File: config.mk
export PLATFORM = sky130hd
export DESIGN_NAME = bsc_dp
export DESIGN_NICKNAME = d
export VERILOG_FILES = /design/src/sv/bsc_pkg.sv /design/src/sv/bsc_dp.sv
export SDC_FILE = /design/constraint.sdc
export NUM_CORES = 1
export LEC_CHECK = 0
export BUFFER_PORTS_ARGS = -buffer_cell sky130_fd_sc_hd__buf_2
export CAP_MARGIN = 30
export CORE_MARGIN = 4
export CORE_UTILIZATION = 50
export CTS_BUF_LIST = sky130_fd_sc_hd__clkbuf_8
export DETAILED_ROUTE_END_ITERATION = 6
export PLACE_DENSITY = 0.66
export SYNTH_ARGS = -nofsm -noshare
export SYNTH_HDL_FRONTEND = slang
export SYNTH_SLANG_ARGS = --single-unit
export TNS_END_PERCENT = 5
File: constraint.sdc
create_clock -name clk -period 8.6 [get_ports clk]
set_clock_uncertainty 0.1 [all_clocks]
set_input_delay 0.43 -clock clk [delete_from_list [all_inputs] [get_ports clk]]
set_output_delay 0.43 -clock clk [all_outputs]
set_load 0.05 [all_outputs]
File: src/sv/bsc_pkg.sv
// Package of types, codes and defaults for the banker's safety checker.
package bsc_pkg;

  // Default parameter values.
  localparam int NUM_PROCESSES_DEF = 8;
  localparam int COUNT_BITS_DEF    = 8;

  // Command codes of the input request.
  localparam logic [1:0] CMD_LOAD  = 2'd0;
  localparam logic [1:0] CMD_AVAIL = 2'd1;
  localparam logic [1:0] CMD_CHECK = 2'd2;
  localparam logic [1:0] CMD_REQ   = 2'd3;

  // Status codes of a result.
  localparam logic [1:0] ST_ACCEPTED = 2'd0;
  localparam logic [1:0] ST_SAFE     = 2'd1;
  localparam logic [1:0] ST_UNSAFE   = 2'd2;
  localparam logic [1:0] ST_INVALID  = 2'd3;

  // Input request payload.
  typedef struct packed {
    logic [1:0] command;
    logic [2:0] process_index;
    logic [7:0] count_a;
    logic [7:0] count_b;
    logic [7:0] count_c;
    logic [7:0] max_a;
    logic [7:0] max_b;
    logic [7:0] max_c;
  } in_t;

  // Result payload.
  typedef struct packed {
    logic [1:0] status;
    logic [2:0] sequence_process;
    logic       last;
  } out_t;

  // Commands from the controller to the datapath.
  typedef struct packed {
    logic       latch;
    logic       write_row;
    logic       write_avail;
    logic       init_check;
    logic       step_zero;
    logic       step_sweep;
    logic       emit_start;
    logic       emit_step;
    logic       one_load;
    logic [1:0] one_status;
  } dp_cmd_t;

  // Status from the datapath to the controller.
  typedef struct packed {
    logic [1:0] command;
    logic       load_ok;
    logic       req_ok;
    logic       idx_last;
    logic       sweep_again;
    logic       all_done;
    logic       emit_last;
    logic       out_free;
  } dp_sts_t;

endpackage

File: src/sv/bsc_dp.sv
// Datapath of the banker's safety checker: table, work vector, sequence and output register.
module bsc_dp #(
  parameter int NUM_PROCESSES = bsc_pkg::NUM_PROCESSES_DEF,
  parameter int COUNT_BITS    = bsc_pkg::COUNT_BITS_DEF
) (
  input  logic            clk,
  input  logic            rst_n,
  input  bsc_pkg::in_t    in_data,
  input  bsc_pkg::dp_cmd_t cmd,
  output bsc_pkg::dp_sts_t sts,
  input  logic            out_ready,
  output logic            out_valid,
  output bsc_pkg::out_t   out_data
);
  import bsc_pkg::*;

  localparam int KINDS = 3;
  localparam int CW    = COUNT_BITS;
  localparam int IW    = $clog2(NUM_PROCESSES);
  localparam int NW    = $clog2(NUM_PROCESSES + 1);
  localparam int WW    = COUNT_BITS + NW;
  localparam int XW    = (IW > 3) ? IW : 3;

  in_t              item_r;
  logic [CW-1:0]    alloc_r [NUM_PROCESSES][KINDS];
  logic [CW-1:0]    max_r   [NUM_PROCESSES][KINDS];
  logic [CW-1:0]    avail_r [KINDS];
  logic [WW-1:0]    work_r  [KINDS];
  logic [WW-1:0]    work_nxt [KINDS];
  logic [NUM_PROCESSES-1:0] fin_r, fin_nxt;
  logic [NW-1:0]    cnt_r, cnt_nxt;
  logic [IW-1:0]    idx_r, idx_nxt;
  logic             granted_r, granted_nxt;
  logic [IW-1:0]    seq_r [NUM_PROCESSES];
  logic [IW-1:0]    emit_r, emit_nxt;
  logic             out_valid_r, out_valid_nxt;
  out_t             out_data_r, out_data_nxt;

  logic [CW-1:0]    req_cnt [KINDS];
  logic [CW-1:0]    req_max [KINDS];
  logic [CW-1:0]    row_alloc [KINDS];
  logic [CW-1:0]    row_max [KINDS];
  logic [CW-1:0]    alloc_eff [KINDS];
  logic [CW-1:0]    need_raw [KINDS];
  logic [CW-1:0]    need_eff [KINDS];
  logic             pidx_ok, tentative, row_zero, row_fit, grant_now, finish_now;
  logic             load_ok, req_ok, idx_last, emit_last, out_free;

  // Counts of the held request, taken at the table width.
  assign req_cnt[0] = CW'(item_r.count_a);
  assign req_cnt[1] = CW'(item_r.count_b);
  assign req_cnt[2] = CW'(item_r.count_c);
  assign req_max[0] = CW'(item_r.max_a);
  assign req_max[1] = CW'(item_r.max_b);
  assign req_max[2] = CW'(item_r.max_c);

  // A request adds its amounts to the addressed row while the check runs.
  assign pidx_ok   = 32'(item_r.process_index) < NUM_PROCESSES;
  assign tentative = (item_r.command == CMD_REQ) &&
                     (XW'(item_r.process_index) == XW'(idx_r));
  assign idx_last  = idx_r == IW'(NUM_PROCESSES - 1);
  assign emit_last = emit_r == IW'(NUM_PROCESSES - 1);
  assign out_free  = !out_valid_r || out_ready;

  // Row read at the current index, its need, and the load and request checks.
  always_comb begin
    row_zero = 1'b1;
    row_fit  = 1'b1;
    load_ok  = pidx_ok;
    req_ok   = pidx_ok;
    for (int k = 0; k < KINDS; k++) begin
      row_alloc[k] = alloc_r[idx_r][k];
      row_max[k]   = max_r[idx_r][k];
      alloc_eff[k] = row_alloc[k] + (tentative ? req_cnt[k] : CW'(0));
      need_raw[k]  = row_max[k] - row_alloc[k];
      need_eff[k]  = row_max[k] - alloc_eff[k];
      if (need_eff[k] != CW'(0)) begin
        row_zero = 1'b0;
      end
      if (WW'(need_eff[k]) > work_r[k]) begin
        row_fit = 1'b0;
      end
      if (req_cnt[k] > req_max[k]) begin
        load_ok = 1'b0;
      end
      if (req_cnt[k] > need_raw[k] || req_cnt[k] > avail_r[k]) begin
        req_ok = 1'b0;
      end
    end
  end

  assign grant_now  = !fin_r[idx_r] && row_fit;
  assign finish_now = (cmd.step_zero && row_zero) || (cmd.step_sweep && grant_now);

  // Next state of the check: work vector, finish marks, count, index and grant flag.
  always_comb begin
    work_nxt    = work_r;
    fin_nxt     = fin_r;
    cnt_nxt     = cnt_r;
    idx_nxt     = idx_r;
    granted_nxt = granted_r;
    if (cmd.latch) begin
      idx_nxt = IW'(in_data.process_index);
    end
    if (cmd.init_check) begin
      for (int k = 0; k < KINDS; k++) begin
        work_nxt[k] = WW'(avail_r[k] - ((item_r.command == CMD_REQ) ? req_cnt[k] : CW'(0)));
      end
      fin_nxt     = '0;
      cnt_nxt     = '0;
      idx_nxt     = '0;
      granted_nxt = 1'b0;
    end
    if (finish_now) begin
      for (int k = 0; k < KINDS; k++) begin
        work_nxt[k] = work_r[k] + WW'(alloc_eff[k]);
      end
      fin_nxt[idx_r] = 1'b1;
      cnt_nxt        = cnt_r + NW'(1);
    end
    if (cmd.step_zero || cmd.step_sweep) begin
      idx_nxt = idx_last ? IW'(0) : idx_r + IW'(1);
    end
    if (cmd.step_sweep) begin
      granted_nxt = idx_last ? 1'b0 : (granted_r | grant_now);
    end
  end

  // Output register: single results and safe sequence entries.
  always_comb begin
    emit_nxt      = emit_r;
    out_data_nxt  = out_data_r;
    out_valid_nxt = out_valid_r && !out_ready;
    if (cmd.emit_start) begin
      emit_nxt = '0;
    end
    if (cmd.one_load) begin
      out_valid_nxt                 = 1'b1;
      out_data_nxt.status           = cmd.one_status;
      out_data_nxt.sequence_process = 3'd0;
      out_data_nxt.last             = 1'b1;
    end
    if (cmd.emit_step) begin
      out_valid_nxt                 = 1'b1;
      out_data_nxt.status           = ST_SAFE;
      out_data_nxt.sequence_process = 3'(seq_r[emit_r]);
      out_data_nxt.last             = emit_last;
      emit_nxt                      = emit_r + IW'(1);
    end
  end

  // Control and table registers.
  always_ff @(posedge clk) begin
    if (!rst_n) begin
      for (int p = 0; p < NUM_PROCESSES; p++) begin
        for (int k = 0; k < KINDS; k++) begin
          alloc_r[p][k] <= '0;
          max_r[p][k]   <= '0;
        end
      end
      for (int k = 0; k < KINDS; k++) begin
        avail_r[k] <= '0;
        work_r[k]  <= '0;
      end
      fin_r       <= '0;
      cnt_r       <= '0;
      idx_r       <= '0;
      granted_r   <= 1'b0;
      emit_r      <= '0;
      out_valid_r <= 1'b0;
    end else begin
      if (cmd.write_row) begin
        for (int k = 0; k < KINDS; k++) begin
          alloc_r[IW'(item_r.process_index)][k] <= req_cnt[k];
          max_r[IW'(item_r.process_index)][k]   <= req_max[k];
        end
      end
      if (cmd.write_avail) begin
        for (int k = 0; k < KINDS; k++) begin
          avail_r[k] <= req_cnt[k];
        end
      end
      work_r      <= work_nxt;
      fin_r       <= fin_nxt;
      cnt_r       <= cnt_nxt;
      idx_r       <= idx_nxt;
      granted_r   <= granted_nxt;
      emit_r      <= emit_nxt;
      out_valid_r <= out_valid_nxt;
    end
  end

  // Payload registers need no reset.
  always_ff @(posedge clk) begin
    if (cmd.latch) begin
      item_r <= in_data;
    end
    if (finish_now) begin
      seq_r[cnt_r[IW-1:0]] <= idx_r;
    end
    out_data_r <= out_data_nxt;
  end

  assign sts.command     = item_r.command;
  assign sts.load_ok     = load_ok;
  assign sts.req_ok      = req_ok;
  assign sts.idx_last    = idx_last;
  assign sts.sweep_again = granted_r | grant_now;
  assign sts.all_done    = cnt_r == NW'(NUM_PROCESSES);
  assign sts.emit_last   = emit_last;
  assign sts.out_free    = out_free;

  assign out_valid = out_valid_r;
  assign out_data  = out_data_r;

endmodule

Yosys cells after proc, flatten, opt, wreduce, memory -nomap -nowiden
Memory sizes are Yosys's and may differ from the RTL's. A register that Yosys moved wholly into a read port is not among the register bits.
Cells that the tools add are included.
Storage, ports and cells
  RAM bits: 432
  bits of input ports: 67
  memories: 4
  output and inout port bits: 16
  bits in registers: 115
  logic and storage cells: 156
Cells by class
  reduce and logical (&&, ||, !) cells: 25
  equality and inequality tests: 5
  $lt $le $gt $ge: 14
  bitwise operators: 5
  add/sub/neg operators: 18
  muxes and demuxes: 65
Memories
  alloc_r: words 8, width 24, rd ports 1, clocked after memory_dff 1, wr ports 8, line bsc_dp.sv:25  | logic [CW-1:0] alloc_r [NUM_PROCESSES][KINDS];
  max_r: words 8, width 24, rd ports 1, clocked after memory_dff 1, wr ports 8, line bsc_dp.sv:26  | logic [CW-1:0] max_r [NUM_PROCESSES][KINDS];
  avail_r: words 3, width 8, rd ports 3, clocked after memory_dff 0, wr ports 3, line bsc_dp.sv:27  | logic [CW-1:0] avail_r [KINDS];
  seq_r: words 8, width 3, rd ports 1, clocked after memory_dff 1, wr ports 1, line bsc_dp.sv:34  | logic [IW-1:0] seq_r [NUM_PROCESSES];
Operators with widths (count)
  $mux W8: 11
  $gt A8 B8 Y1: 9
  $mux W36: 2
  $mux W24: 2
  $reduce_or A24 Y1: 2
  $sub A8 B8 Y8: 6
  $mux W3: 14
  $add A12 B8 Y12: 3
  $gt A8 B12 Y1: 3
  $mux W1: 30
  $sub A8 B8 Y9: 3
  $add A8 B8 Y8: 3
  $reduce_bool A8 Y1: 3
  $mux W4: 4
  $or A8 B8 Y8: 1
  $reduce_bool A2 Y1: 4
  $add A3 B1 Y3 const B: 2
  $eq A3 B3 Y1 const B: 2
  $logic_and A1 B1 Y1: 6
  $logic_or A1 B1 Y1: 6
  $add A4 B1 Y4 const B: 1
  $eq A4 B4 Y1 const B: 1
  $lt A3 B4 Y1 const B: 1
  $or A1 B1 Y1: 4
  other kinds (7): 9

Longest topological paths before layout
  word-level depth: 14
  gate-level depth with buffers: 32
  mapped depth without buffers: 28

Worst setup path after synthesis
No wires, ideal clock.
  path type: reg2reg
  start: register with a tool-made name
  end: memory seq_r[0][0] (netlist name), enable pin
  library setup time: 371 ps
  arrival: 6836 ps
  clock period less this slack: 7308 ps
  buffers on the path: 5
  path slack: 1292 ps
  cell stages (with the launch flop): 29
  cells stage by stage: dfxtp_1 > buf_4 > buf_1 > clkbuf_1 > mux4_2 > mux2_2 > ha_1 > fa_1 > a21o_1 > a21oi_1 > o21bai_1 > a21oi_1 > xnor2_1 > inv_1 > ha_1 > or2_2 > o22ai_1 > xor2_1 > xnor2_1 > ha_1 > nand3_1 > o311ai_1 > a31oi_1 > nor4_1 > and2_1 > clkbuf_1 > nor2_1 > clkbuf_1 > nor4_1
RTL lines (line)
  end: declaration: bsc_dp.sv:34

==> flow_summary.ini <==
[power_and_ir_drop]
p_leak_nw = 13.4
total_power_w = 0.00799
clock_power_share = 0.292
comb_power_share = 0.293
ir_worst_vdd_v = 0.000134
power_frac_seq = 0.415
switchingPower_w = 0.00271
p_int_w = 0.00528
p_sw_frac = 0.339
p_per_area_nw_per_um2 = 232

[die]
rows = 90
die_h_um = 256
die_width_um = 256
die-area_um2 = 65500
initial_core_util = 0.508
io_pins = 83
coreArea_um2 = 60600

[setup_path]
slowest_stage = dfxtp_1
reg2reg_from = idx_r[1]
critPathLaunchType = register
critical_path.max_stage_delay_ns = 0.80
path_buf_inv = 3
worstPathMaxFanout = 24
cpLargestDelayFamily = simple AND/OR/NAND/NOR gates
end_kind = output port
r2r_end = work_r[23]
ff2ff_setup_slack_ns = 1.05
path_class = register to output port
r2r_cells = 26
crit_top_cell = ha_1
crit_required_ns = 8.07
path_cells = xnor2_1, and4_1, and2_1, ha_1, inv_1, fa_1, nor2b_1, o21ai_1, nand2b_1, xor2_1, inv_1, ha_1, o21ai_0, a21oi_1, o41ai_1, xor2_1, xnor2_1, ha_1, and3_1, o211ai_1, a21oi_1, nor4_1, or2_1, buf_2
crit_arrival_ns = 7.12

[yosys]
syn_nets = 2827
synth-seq-cells = 553
yosysWarnings = 0
synth_edf_count = 489
ys_async_sr_fraction = 0
yosys.area.top_type_share = 0.478
ys_seq_area_frac = 0.519
synth_cell_type_count = 69
synth_top_cell_by_area = edfxtp_1
synth.top_cells.by_area = edfxtp_1 (48%), ha_1 (8.7%), mux4_2 (7.5%), and2_1 (4.4%), dfxtp_1 (4.2%)
syn-cell-area_um2 = 30700
synth_ff_type = edfxtp_1
avgSynthCellArea_um2 = 12.1
syn_inst = 2532

[routing]
dr.pass1.iters = 6
ant_nets = 0
drc = 0
via_count = 21400
wirelength_mm = 85.8
viasPerCell = 6.11
route.detailed.wl_per_inst_um = 24.5
drtIter0Drc = 1886

[global_routing]
track_usage = 0.259
grt_start_max_net_pins = 56
grt_pass1_wl_mm = 131
grt_overflow = 0
antenna_found_initial = 2
grt_pass1_vias = 21800

[timing]
relSlewSlack = 0.281
period_needed_ns = 7.65
report.final.slew_viol_count = 0
rsz0062_at_grt = false
worstMarginPinSlew_ns = 1.08
fmax_mhz = 131
setup_tns_ns = 0
report.final.hold_viol_count = 0
min_period_over_period = 0.889
finalSetupViolCount = 0

[run]
max-cap-violations = 0

[hold_path]
min_path_type = input pin to register
holdPathEnd = granted_r
hp-start = cmd[5]
hold_depth = 3

[clocking]
root_buffer = clkbuf_8
clkLatencyLatePin_ns = 0.71
cts_sinks = 553
clockBufferDepth = 3
clk_pin_slew_ns = 0.07
cts_setup_buffers = 0
cts_tree = yes
cts-buffers-inserted = 94
cts.htree.levels = 3

[cells_and_area]
final_cell_mix = edfxtp_1 (489), and2_1 (215), ha_1 (213)
drive_gt1_frac = 0.148
n_fill_cell = 4963
area_growth_pct = 11.8
final_common_cell = edfxtp_1
multi_input_area_um2 = 13500
register_area_um2 = 16000
nNetsFinal = 2944

[place]
portBuffers = 82
dp_hpwl_mm = 55.2
gp_congestion = 0.880

[status]
status = completed
==> per-stage QoR <==
stage / setup slack, ns / cells / cell area, µm² / hold WS [ns] / util
2_1_floorplan: 1.29 / 2532 / 30700 / 0.341 / -
3_3_place_gp: 1.32 / 3273 / 32000 / 0.351 / 0.527
3_5_place_dp: 1.16 / 3273 / 32000 / 0.359 / 0.527
4_1_cts: 0.973 / 3506 / 34400 / 0.0213 / 0.568
5_1_grt: 0.440 / 3507 / 34400 / 0.0654 / 0.568
6_report: 0.951 / 3507 / 34400 / 0.0814 / 0.568
==> synthesized netlist by cell type (10+ instances only) <==
| cell | instances |
|---|---|
| nand2_1 | 69 |
| xor2_1 | 28 |
| nand4_1 | 25 |
| edfxtp_1 | 489 |
| ha_1 | 213 |
| clkinv_1 | 25 |
| o21a_1 | 32 |
| and2_1 | 215 |
| fa_1 | 15 |
| nand3_1 | 28 |
| nor2_1 | 69 |
| a211oi_1 | 12 |
| inv_1 | 144 |
| nor3_1 | 172 |
| clkbuf_1 | 146 |
| mux2i_1 | 44 |
| o21ai_0 | 56 |
| o211ai_1 | 15 |
| dfxtp_1 | 64 |
| xnor2_1 | 54 |
| nand2b_1 | 23 |
| nor4_1 | 57 |
| o21bai_1 | 17 |
| nor2b_1 | 36 |
| buf_4 | 10 |
| mux4_2 | 102 |
| o21ai_1 | 30 |
| a21o_1 | 36 |
| a21oi_1 | 109 |
| buf_1 | 15 |
| mux2_2 | 21 |
| and3_1 | 37 |
==> worst min-delay path, stage by stage <==
cell     delay (ns)
buf_2          0.19
a32oi_1        0.12
nor2_1         0.08
==> power groups by stage <==
stage / Sequential (W) / Combinational [W] / Clock, W
2_1_floorplan: 0.00329 / 0.00169 / 0
3_3_place_gp: 0.00336 / 0.00223 / 0
3_5_place_dp: 0.00337 / 0.00230 / 0
4_1_cts: 0.00332 / 0.00233 / 0.00237
5_1_grt: 0.00334 / 0.00260 / 0.00250
6_report: 0.00332 / 0.00234 / 0.00233
==> sequential cells by signal, summed over array words and instances, names as in the netlist, named ones only <==
signal,flops
alloc_r,192
max_r,192
item_r,51
work_r,36
avail_r,24
seq_r,24
fin_r,8
out_data,6
cnt_r,4
emit_r,3
idx_r,3
sts,2
granted_r,1
out_valid,1
==> cell families after synthesis <==
group / synth area share
flip-flops: 0.519
adder cells (fa/ha/maj): 0.0964
buffers and inverters: 0.0446
XOR/XNOR: 0.0244
AND/OR/NAND/NOR: 0.139
multiplexers: 0.0975
AO/OA/AOI/OAI: 0.0793
==> area by class of cell <==
type | instances | share of cell area
antenna | 1 | 0.0000728
multi-input combinational | 1629 | 0.393
inverter | 173 | 0.0189
sequential | 553 | 0.464
clock inverter | 74 | 0.0138
clock buffer | 97 | 0.0388
timing repair buffer | 198 | 0.0422
tap | 782 | 0.0285
==> worst max path at each step <==
stage	startpoint	end	slack (ns)	cells after the start
3_3_place_gp	register	work_r[33]	1.32	24
5_1_grt	idx_r[1]	sts[3]	0.44	26
6_report	idx_r[1]	sts[3]	0.95	24
3_5_place_dp	register	work_r[23]	1.16	23
4_1_cts	register	sts[3]	0.97	21
2_1_floorplan	register	seq_r[0][0]	1.29	28
==> layer usage <==
layer | GRT usage | part of all wire | up-vias
li1 | - | - | 9656
met1 | 0.344 | 0.41 | 10700
met2 | 0.435 | 0.48 | 879
met3 | 0.0476 | 0.076 | 165
met4 | 0.0818 | 0.027 | 0
met5 | 0 | 0 | -
==> timing repair <==
item                                   CTS  global route
setup endpoints to repair                0             0
gates resized for setup                  0             0
endpoints found under the hold margin   63             0
hold buffers                            62             0
Power figures use the tool's default switching activity.
